--- src/hw/rtl/qmf_pkg.sv ---
`timescale 1ns / 1ps

package qmf_pkg;

  typedef enum logic {
    OP_START   = 1'b0,
    OP_PAYLOAD = 1'b1
  } opcode_t;

  typedef enum logic {
    CFG_DATA_CLIENT    = 1'b0,
    CFG_NETWORK_CLIENT = 1'b1
  } cfg_index_t;

  localparam logic [7:0]  FRAME_MARKER    = 8'h01;
  localparam logic [7:0]  FRAME_FLAGS     = 8'h00;
  localparam logic [7:0]  SERVICE_DATA    = 8'h01;
  localparam logic [7:0]  SERVICE_NETWORK = 8'h03;
  localparam logic [15:0] FRAME_LEN_BASE  = 16'd11;
  localparam logic [15:0] TID_RESET       = 16'd1;

  localparam int HEADER_BYTES = 12;
  localparam int HDR_IDX_W    = $clog2(HEADER_BYTES);
  localparam logic [HDR_IDX_W-1:0] HDR_IDX_LAST = HDR_IDX_W'(HEADER_BYTES - 1);

  localparam int QUEUE_DEPTH = 2;
  localparam int QUEUE_PTR_W = $clog2(QUEUE_DEPTH);
  localparam int QUEUE_CNT_W = $clog2(QUEUE_DEPTH + 1);

  // one job for the back end: a whole header or a single payload byte
  typedef struct packed {
    logic        is_header;
    logic [7:0]  service;
    logic [7:0]  client;
    logic [15:0] tid;
    logic [15:0] message_id;
    logic [15:0] payload_length;
    logic [7:0]  payload_byte;
    logic        eom;
  } job_t;

  typedef struct packed {
    logic full;
    logic empty;
  } queue_status_t;

endpackage

--- src/hw/rtl/qmf_front.sv ---
`timescale 1ns / 1ps

module qmf_front (
  input  logic                   clk,
  input  logic                   rst_n,
  input  logic                   cfg_we,
  input  logic                   cfg_index,
  input  logic [7:0]             cfg_wdata,
  input  logic                   in_valid,
  output logic                   in_stall,
  input  logic                   in_opcode,
  input  logic [7:0]             in_service,
  input  logic [15:0]            in_message_id,
  input  logic [15:0]            in_payload_length,
  input  logic [7:0]             in_payload_byte,
  input  qmf_pkg::queue_status_t q_status,
  output logic                   push,
  output qmf_pkg::job_t          push_job
);

  logic [7:0]  data_client_r;
  logic [7:0]  network_client_r;
  logic [15:0] tid_r, tid_nxt;
  logic [15:0] remaining_r, remaining_nxt;
  logic        accept;
  logic        is_start;
  logic [15:0] remaining_dec;
  logic [7:0]  client_sel;

  assign in_stall      = q_status.full;
  assign accept        = in_valid && !in_stall;
  assign is_start      = (in_opcode == qmf_pkg::OP_START);
  assign remaining_dec = remaining_r - 16'd1;

  always_comb begin
    priority if (in_service == qmf_pkg::SERVICE_DATA) begin
      client_sel = data_client_r;
    end else if (in_service == qmf_pkg::SERVICE_NETWORK) begin
      client_sel = network_client_r;
    end else begin
      client_sel = 8'h00;
    end
  end

  always_comb begin
    tid_nxt       = tid_r;
    remaining_nxt = remaining_r;
    push          = 1'b0;
    push_job.is_header      = is_start;
    push_job.service        = in_service;
    push_job.client         = client_sel;
    push_job.tid            = tid_r;
    push_job.message_id     = in_message_id;
    push_job.payload_length = in_payload_length;
    push_job.payload_byte   = in_payload_byte;
    push_job.eom            = (remaining_dec == 16'd0);
    if (accept) begin
      if (is_start) begin
        // a new start abandons any bytes still owed
        push          = 1'b1;
        tid_nxt       = tid_r + 16'd1;
        remaining_nxt = in_payload_length;
      end else if (remaining_r != 16'd0) begin
        push          = 1'b1;
        remaining_nxt = remaining_dec;
      end
      // stray payload bytes are simply swallowed
    end
  end

  always_ff @(posedge clk) begin
    if (!rst_n) begin
      data_client_r    <= 8'h00;
      network_client_r <= 8'h00;
      tid_r            <= qmf_pkg::TID_RESET;
      remaining_r      <= 16'd0;
    end else begin
      tid_r       <= tid_nxt;
      remaining_r <= remaining_nxt;
      if (cfg_we) begin
        unique case (cfg_index)
          qmf_pkg::CFG_DATA_CLIENT:    data_client_r    <= cfg_wdata;
          qmf_pkg::CFG_NETWORK_CLIENT: network_client_r <= cfg_wdata;
        endcase
      end
    end
  end

endmodule

--- src/hw/rtl/qmf_queue.sv ---
`timescale 1ns / 1ps

module qmf_queue (
  input  logic                   clk,
  input  logic                   rst_n,
  input  logic                   push,
  input  qmf_pkg::job_t          push_job,
  input  logic                   pop,
  output qmf_pkg::job_t          head_job,
  output qmf_pkg::queue_status_t status
);

  qmf_pkg::job_t                  mem_r [qmf_pkg::QUEUE_DEPTH];
  logic [qmf_pkg::QUEUE_PTR_W-1:0] wr_ptr_r, wr_ptr_nxt;
  logic [qmf_pkg::QUEUE_PTR_W-1:0] rd_ptr_r, rd_ptr_nxt;
  logic [qmf_pkg::QUEUE_CNT_W-1:0] count_r, count_nxt;
  logic                           do_push, do_pop;

  assign status.full  = (count_r == qmf_pkg::QUEUE_CNT_W'(qmf_pkg::QUEUE_DEPTH));
  assign status.empty = (count_r == '0);
  assign do_push      = push && !status.full;
  assign do_pop       = pop && !status.empty;
  assign head_job     = mem_r[rd_ptr_r];

  always_comb begin
    wr_ptr_nxt = wr_ptr_r;
    rd_ptr_nxt = rd_ptr_r;
    count_nxt  = count_r;
    if (do_push) begin
      wr_ptr_nxt = (wr_ptr_r == qmf_pkg::QUEUE_PTR_W'(qmf_pkg::QUEUE_DEPTH - 1)) ?
                   '0 : wr_ptr_r + 1'b1;
    end
    if (do_pop) begin
      rd_ptr_nxt = (rd_ptr_r == qmf_pkg::QUEUE_PTR_W'(qmf_pkg::QUEUE_DEPTH - 1)) ?
                   '0 : rd_ptr_r + 1'b1;
    end
    unique case ({do_push, do_pop})
      2'b10:   count_nxt = count_r + 1'b1;
      2'b01:   count_nxt = count_r - 1'b1;
      default: count_nxt = count_r;
    endcase
  end

  always_ff @(posedge clk) begin
    if (!rst_n) begin
      wr_ptr_r <= '0;
      rd_ptr_r <= '0;
      count_r  <= '0;
    end else begin
      wr_ptr_r <= wr_ptr_nxt;
      rd_ptr_r <= rd_ptr_nxt;
      count_r  <= count_nxt;
    end
  end

  always_ff @(posedge clk) begin
    if (do_push) begin
      mem_r[wr_ptr_r] <= push_job;
    end
  end

endmodule

--- src/hw/rtl/qmf_back.sv ---
`timescale 1ns / 1ps

module qmf_back (
  input  logic                   clk,
  input  logic                   rst_n,
  input  qmf_pkg::job_t          head_job,
  input  qmf_pkg::queue_status_t q_status,
  output logic                   pop,
  output logic                   out_valid,
  input  logic                   out_stall,
  output logic [7:0]             out_tx_byte,
  output logic                   out_is_header,
  output logic                   out_end_of_message,
  output logic                   out_last
);

  logic [qmf_pkg::HDR_IDX_W-1:0] idx_r, idx_nxt;
  logic        valid_r, valid_nxt;
  logic [7:0]  byte_r, byte_nxt;
  logic        hdr_r, hdr_nxt;
  logic        eom_r, eom_nxt;
  logic        last_r, last_nxt;
  logic        slot_free;
  logic        emit;
  logic        hdr_done;
  logic [15:0] total_len;
  logic [7:0]  hdr_byte;

  assign slot_free = !valid_r || !out_stall;
  assign emit      = slot_free && !q_status.empty;
  assign hdr_done  = (idx_r == qmf_pkg::HDR_IDX_LAST);
  assign total_len = head_job.payload_length + qmf_pkg::FRAME_LEN_BASE;

  // header laid out little-endian, one field after another
  always_comb begin
    unique case (idx_r)
      4'd0:    hdr_byte = qmf_pkg::FRAME_MARKER;
      4'd1:    hdr_byte = total_len[7:0];
      4'd2:    hdr_byte = total_len[15:8];
      4'd3:    hdr_byte = qmf_pkg::FRAME_FLAGS;
      4'd4:    hdr_byte = head_job.service;
      4'd5:    hdr_byte = head_job.client;
      4'd6:    hdr_byte = head_job.tid[7:0];
      4'd7:    hdr_byte = head_job.tid[15:8];
      4'd8:    hdr_byte = head_job.message_id[7:0];
      4'd9:    hdr_byte = head_job.message_id[15:8];
      4'd10:   hdr_byte = head_job.payload_length[7:0];
      4'd11:   hdr_byte = head_job.payload_length[15:8];
      default: hdr_byte = 8'h00;
    endcase
  end

  always_comb begin
    idx_nxt   = idx_r;
    valid_nxt = valid_r;
    byte_nxt  = byte_r;
    hdr_nxt   = hdr_r;
    eom_nxt   = eom_r;
    last_nxt  = last_r;
    pop       = 1'b0;
    if (slot_free) begin
      valid_nxt = emit;
    end
    if (emit) begin
      if (head_job.is_header) begin
        byte_nxt = hdr_byte;
        hdr_nxt  = 1'b1;
        eom_nxt  = hdr_done && (head_job.payload_length == 16'd0);
        last_nxt = hdr_done;
        pop      = hdr_done;
        idx_nxt  = hdr_done ? '0 : idx_r + 1'b1;
      end else begin
        byte_nxt = head_job.payload_byte;
        hdr_nxt  = 1'b0;
        eom_nxt  = head_job.eom;
        last_nxt = 1'b1;
        pop      = 1'b1;
      end
    end
  end

  always_ff @(posedge clk) begin
    if (!rst_n) begin
      idx_r   <= '0;
      valid_r <= 1'b0;
    end else begin
      idx_r   <= idx_nxt;
      valid_r <= valid_nxt;
    end
  end

  always_ff @(posedge clk) begin
    byte_r <= byte_nxt;
    hdr_r  <= hdr_nxt;
    eom_r  <= eom_nxt;
    last_r <= last_nxt;
  end

  assign out_valid          = valid_r;
  assign out_tx_byte        = byte_r;
  assign out_is_header      = hdr_r;
  assign out_end_of_message = eom_r;
  assign out_last           = last_r;

endmodule

--- src/hw/rtl/qmi_message_framer.sv ---
`timescale 1ns / 1ps

// message framer: turns message requests into the byte stream for a modem link
// input channel (in_valid / in_stall): a start request (opcode 0) carries
//   service, message id and payload length and yields a 12-byte header;
//   a payload request (opcode 1) carries one byte and yields one byte
// output channel (out_valid / out_stall): one framed byte per transfer, with
//   is_header, end_of_message and last (final byte of the request) flags
// cfg_we / cfg_index / cfg_wdata: index 0 sets the data-service client id,
//   index 1 the network-service client id; write only while idle
// out_valid for the first byte of a request rises once the request has passed
//   from the queue head into the output register
// throughput: one output byte per cycle while out_stall is low, set by the single
//   output register; a header goes out as twelve bytes, a payload byte as one
// a two-entry request queue lets the front keep accepting while the back
//   end is busy with a header or held by out_stall
// payload requests with no bytes owed are accepted and dropped
// reset: transaction id returns to 1, bytes owed to 0, client ids to 0,
//   queue and output register empty
// out_stall holds the current byte; once the queue fills, in_stall rises

module qmi_message_framer (
  input  logic        clk,
  input  logic        rst_n,
  input  logic        cfg_we,
  input  logic        cfg_index,
  input  logic [7:0]  cfg_wdata,
  input  logic        in_valid,
  output logic        in_stall,
  input  logic        in_opcode,
  input  logic [7:0]  in_service,
  input  logic [15:0] in_message_id,
  input  logic [15:0] in_payload_length,
  input  logic [7:0]  in_payload_byte,
  output logic        out_valid,
  input  logic        out_stall,
  output logic [7:0]  out_tx_byte,
  output logic        out_is_header,
  output logic        out_end_of_message,
  output logic        out_last
);

  qmf_pkg::queue_status_t q_status;
  qmf_pkg::job_t          push_job;
  qmf_pkg::job_t          head_job;
  logic                   push;
  logic                   pop;

  qmf_front u_front (
    .clk               (clk),
    .rst_n             (rst_n),
    .cfg_we            (cfg_we),
    .cfg_index         (cfg_index),
    .cfg_wdata         (cfg_wdata),
    .in_valid          (in_valid),
    .in_stall          (in_stall),
    .in_opcode         (in_opcode),
    .in_service        (in_service),
    .in_message_id     (in_message_id),
    .in_payload_length (in_payload_length),
    .in_payload_byte   (in_payload_byte),
    .q_status          (q_status),
    .push              (push),
    .push_job          (push_job)
  );

  qmf_queue u_queue (
    .clk      (clk),
    .rst_n    (rst_n),
    .push     (push),
    .push_job (push_job),
    .pop      (pop),
    .head_job (head_job),
    .status   (q_status)
  );

  qmf_back u_back (
    .clk                (clk),
    .rst_n              (rst_n),
    .head_job           (head_job),
    .q_status           (q_status),
    .pop                (pop),
    .out_valid          (out_valid),
    .out_stall          (out_stall),
    .out_tx_byte        (out_tx_byte),
    .out_is_header      (out_is_header),
    .out_end_of_message (out_end_of_message),
    .out_last           (out_last)
  );

endmodule

--- config.mk ---
export PLATFORM = sky130hd
export DESIGN_NAME = qmi_message_framer
export DESIGN_NICKNAME = d
export VERILOG_FILES = /design/src/hw/rtl/qmf_pkg.sv /design/src/hw/rtl/qmf_front.sv /design/src/hw/rtl/qmf_queue.sv /design/src/hw/rtl/qmf_back.sv /design/src/hw/rtl/qmi_message_framer.sv
export SDC_FILE = /design/constraint.sdc
export NUM_CORES = 1
export LEC_CHECK = 0
export ABC_AREA = 1
export BUFFER_PORTS_ARGS = -buffer_cell sky130_fd_sc_hd__buf_2
export CORE_MARGIN = 4
export CORE_UTILIZATION = 60
export CTS_BUF_LIST = sky130_fd_sc_hd__clkbuf_4
export CTS_CLUSTER_DIAMETER = 80
export DETAILED_ROUTE_END_ITERATION = 7
export GPL_ROUTABILITY_DRIVEN = 0
export HOLD_SLACK_MARGIN = 0.1
export PLACE_DENSITY = 0.8
export SYNTH_ARGS = -nofsm -noshare
export SYNTH_HDL_FRONTEND = slang
export SYNTH_SLANG_ARGS = --single-unit
export TNS_END_PERCENT = 50
--- constraint.sdc ---
create_clock -name clk -period 6.94 [get_ports clk]
set_input_delay 1.041 -clock clk [delete_from_list [all_inputs] [get_ports clk]]
set_output_delay 1.041 -clock clk [all_outputs]
set_load 0.005 [all_outputs]
==> metrics.txt <==
# TYPE chip_impl_metric gauge
chip_impl_info{name="status",value="completed"} 1
chip_impl_metric{name="internal_power",unit="mW"} 2.51
chip_impl_metric{name="largest_net_degree_at_the_start_of_global_routing",unit=""} 74
chip_impl_metric{name="dp_hpwl",unit="um"} 14100
chip_impl_metric{name="timing.slew.headroom",unit="%"} 21.9
chip_impl_metric{name="syn_area",unit="um2"} 9860
chip_impl_metric{name="synthesis.area_per_instance",unit="um2"} 9.16
chip_impl_metric{name="dr.first_iter.drc_count",unit=""} 685
chip_impl_metric{name="num-fill-cells",unit=""} 1256
chip_impl_metric{name="layout-area-overhead-vs-synth",unit="%"} 12.1
chip_impl_metric{name="timing.final.crit_period",unit="ns"} 3.32
chip_impl_metric{name="groute.usage.overall",unit="%"} 22.9
chip_impl_metric{name="finalSetupTns",unit="ns"} 0
chip_impl_metric{name="cp.required",unit="ns"} 7.19
chip_impl_metric{name="antenna_found_initial",unit=""} 1
chip_impl_metric{name="stdcell_area",unit="um2"} 11100
chip_impl_metric{name="netSwitchingPower",unit="mW"} 1.36
chip_impl_metric{name="ant_nets",unit=""} 0
chip_impl_metric{name="die_area",unit="um2"} 18600
chip_impl_info{name="cts-root-buf",value="clkbuf_4"} 1
chip_impl_metric{name="first_global_vias",unit=""} 7153
chip_impl_info{name="synth_top_flop_cell",value="edfxtp_1"} 1
chip_impl_metric{name="globalRoute.totalOverflow",unit=""} 0
chip_impl_metric{name="crit_arrival",unit="ns"} 3.58
chip_impl_metric{name="gr-usage-met2",unit="%"} 36.2
chip_impl_metric{name="worst_ir_drop_vdd",unit="mV"} 0.189
chip_impl_metric{name="cts_made_buffers",unit=""} 52
chip_impl_metric{name="cts_resized",unit=""} 0
chip_impl_info{name="synth_largest_area_cell",value="edfxtp_1"} 1
chip_impl_metric{name="asyncSetResetFlopFracSynth",unit="%"} 0
chip_impl_metric{name="drive_gt1_share",unit="%"} 17.7
chip_impl_metric{name="p_comb_share",unit="%"} 28.8
chip_impl_metric{name="number_of_flops_mapped_to_enable_cells_by_yosys",unit=""} 159
chip_impl_metric{name="clk-insertion-delay-late",unit="ns"} 0.65
chip_impl_metric{name="max_clk_rate",unit="GHz"} 0.301
chip_impl_info{name="tritoncts",value="built"} 1
chip_impl_metric{name="yosys.area.top_type_share",unit="%"} 48.4
chip_impl_info{name="rsz_0062_raised_after_global_routing",value="no"} 1
chip_impl_metric{name="yosys_warnings",unit=""} 0
chip_impl_metric{name="rows",unit=""} 46
chip_impl_info{name="post-synth-top-count-cell",value="nand2_1"} 1
chip_impl_metric{name="cts_max_level",unit=""} 2
chip_impl_metric{name="num-nets-final",unit=""} 1253
chip_impl_info{name="netlist_top_cells_count",value="385 x nand2_1, 159 x edfxtp_1, 88 x inv_1"} 1
chip_impl_info{name="global_route.peak_usage_layer",value="met2"} 1
chip_impl_metric{name="cts-root-to-sink-buffers",unit=""} 3
chip_impl_metric{name="pwr-share-clk",unit="%"} 26.3
chip_impl_metric{name="worst_pin_slew",unit="ns"} 1.17
chip_impl_info{name="ys_top_cells_by_area",value="edfxtp_1 48%, nand2_1 15%, dfxtp_1 12%"} 1
chip_impl_metric{name="post-cts-setup-buffers",unit=""} 0
chip_impl_metric{name="switching_share_of_total_power",unit="%"} 35.2
chip_impl_metric{name="die_height",unit="um"} 136
chip_impl_metric{name="cts.sink_count",unit=""} 217
chip_impl_metric{name="setup.reg_to_reg.worst_slack",unit="ns"} 3.62
chip_impl_metric{name="global_route_wire_length_before_repair",unit="um"} 33800
chip_impl_metric{name="power-per-cell-area",unit="nW/um2"} 351
chip_impl_metric{name="power.static_leakage",unit="nW"} 4.64
chip_impl_metric{name="start_util",unit="%"} 61.7
chip_impl_info{name="critPathKind",value="register to register"} 1
chip_impl_metric{name="finalSetupViolations",unit=""} 0
chip_impl_metric{name="maxCapViolCount",unit=""} 0
chip_impl_metric{name="viasPerCell",unit=""} 5.31
chip_impl_metric{name="post-route-drc-count",unit=""} 0
chip_impl_metric{name="cts-hold-fix-buffers",unit=""} 0
chip_impl_metric{name="core-area",unit="um2"} 16000
chip_impl_metric{name="mappedNetlistNets",unit=""} 1150
chip_impl_metric{name="power.share.sequential",unit="%"} 44.8
chip_impl_metric{name="die_width",unit="um"} 136
chip_impl_metric{name="route.detailed.wl_per_inst",unit="um"} 14.7
chip_impl_info{name="critPathCaptureType",value="register"} 1
chip_impl_metric{name="yosys.cell_types.count",unit=""} 39
chip_impl_metric{name="placement.io_buffers",unit=""} 75
chip_impl_metric{name="grt_util_met1",unit="%"} 31.1
chip_impl_metric{name="grtUsageMet3",unit="%"} 5.03
chip_impl_metric{name="critPathMaxFanout",unit=""} 41
chip_impl_metric{name="num_vias",unit=""} 7625
chip_impl_metric{name="ios",unit=""} 76
chip_impl_metric{name="placement.cell_area",unit="um2"} 10400
chip_impl_metric{name="drt_pass1_iterations",unit=""} 5
chip_impl_metric{name="detail_route.wirelength",unit="um"} 21100
chip_impl_info{name="critPathLaunchType",value="register"} 1
chip_impl_metric{name="hold-worst-slack",unit="ns"} 0.459
chip_impl_metric{name="number_of_standard_cells_after_synthesis",unit=""} 1077
chip_impl_info{name="hp-class",value="register to register"} 1
chip_impl_metric{name="final_period_util",unit="%"} 47.9
chip_impl_metric{name="synth_sequential_area_ratio",unit="%"} 60.2
chip_impl_metric{name="finalHoldViolCount",unit=""} 0
chip_impl_metric{name="postSynthRegisterBits",unit=""} 217
chip_impl_metric{name="clock_skew",unit="ns"} 0.0623
chip_impl_metric{name="clk_pin_slew_worst_paths",unit="ns"} 0.07
chip_impl_metric{name="final_max_slew_viol_count",unit=""} 0
metrics by stage:
step	std cells	power, mW	util (%)	setup slack [ns]
2_1_floorplan	1077	2.60	-	1.70
3_3_place_gp	1342	2.84	64.9	3.10
3_5_place_dp	1342	2.87	64.9	3.06
4_1_cts	1436	3.89	69.1	3.59
5_1_grt	1437	4.15	69.1	3.28
6_report	1437	3.88	69.1	3.62
layout make-up:
class                      count  area, um2  share of cell area, %
sequential                   217       5940                   53.7
multi-input combinational    729       3390                   30.6
clock buffer                  82        616                   5.57
timing repair buffer          80        413                   3.73
inverter                     100        375                   3.39
tap                          216        270                   2.44
clock inverter                12       57.6                  0.520
antenna                        1       2.50                 0.0226
power by group through the flow:
stage	Combinational, mW	Sequential [mW]	Clock (mW)
6_report	1.12	1.74	1.02
5_1_grt	1.27	1.76	1.12
4_1_cts	1.11	1.74	1.04
3_5_place_dp	1.11	1.76	0
3_3_place_gp	1.08	1.76	0
2_1_floorplan	0.828	1.77	0
final timing paths:
check | depth (start not counted) | from | end
worst max-delay path | 8 | u_front.remaining_r[0] | u_queue.mem_r[0][38]
worst max register to register | 8 | u_front.remaining_r[0] | u_queue.mem_r[0][38]
worst min-delay path | 1 | u_queue.rd_ptr_r | register
worst min register to register | 1 | u_queue.rd_ptr_r | register
cell families after synthesis:
kind of cell | synth area share [%]
XOR/XNOR | 0.622
flip-flops | 60.2
AND/OR/NAND/NOR | 23.8
multiplexers | 0.114
buffers and inverters | 5.62
adder cells (fa/ha/maj) | 1.27
AO/OA/AOI/OAI | 8.36
metal layers:
metal	vias to the layer above	wire, um
li1	3833	-
met1	3477	9170
met2	273	9850
met3	42	1580
met4	0	484
met5	-	0
state kept, by name (all words and copies together) (netlist names), named ones only:
register,count
u_queue.mem_r,148
u_front.remaining_r,16
u_front.tid_r,16
u_back.out_tx_byte,8
u_front.data_client_r,8
u_front.network_client_r,8
u_back.idx_r,4
u_queue.count_r,2
u_back.out_end_of_message,1
u_back.out_is_header,1
u_back.out_last,1
u_back.out_valid,1
u_queue.rd_ptr_r,1
u_queue.wr_ptr_r,1
cells in the final DEF, fill, tap and decap left out, types with 3 or more instances in the layout:
cell type and instances:
nor4_1 3, nand3_1 39, o21ai_0 58, edfxtp_1 159, nor3b_1 3, o21a_1 3
dfxtp_1 57, o22ai_1 8, inv_2 12, a31oi_1 4, nand2_2 19, buf_4 5
buf_2 75, clkinv_1 9, nor2_4 7, xor2_1 5, nand4_1 18, nand2_1 385
inv_1 88, a21oi_1 68, o21ai_1 7, nor2_2 4, nor3_1 12, clkbuf_4 82
nor2_1 56, ha_1 10
worst max-delay path, stage by stage, from the launching register on:
cell	delay [ns]
dfxtp_1	0.36
inv_1	0.13
ha_1	0.22
nand2_1	0.06
nor3_1	0.04
nand3_1	0.08
nand2_1	0.39
nor2_4	1.06
buf_4	0.58
Note: power is estimated with default switching activity, not from simulation.
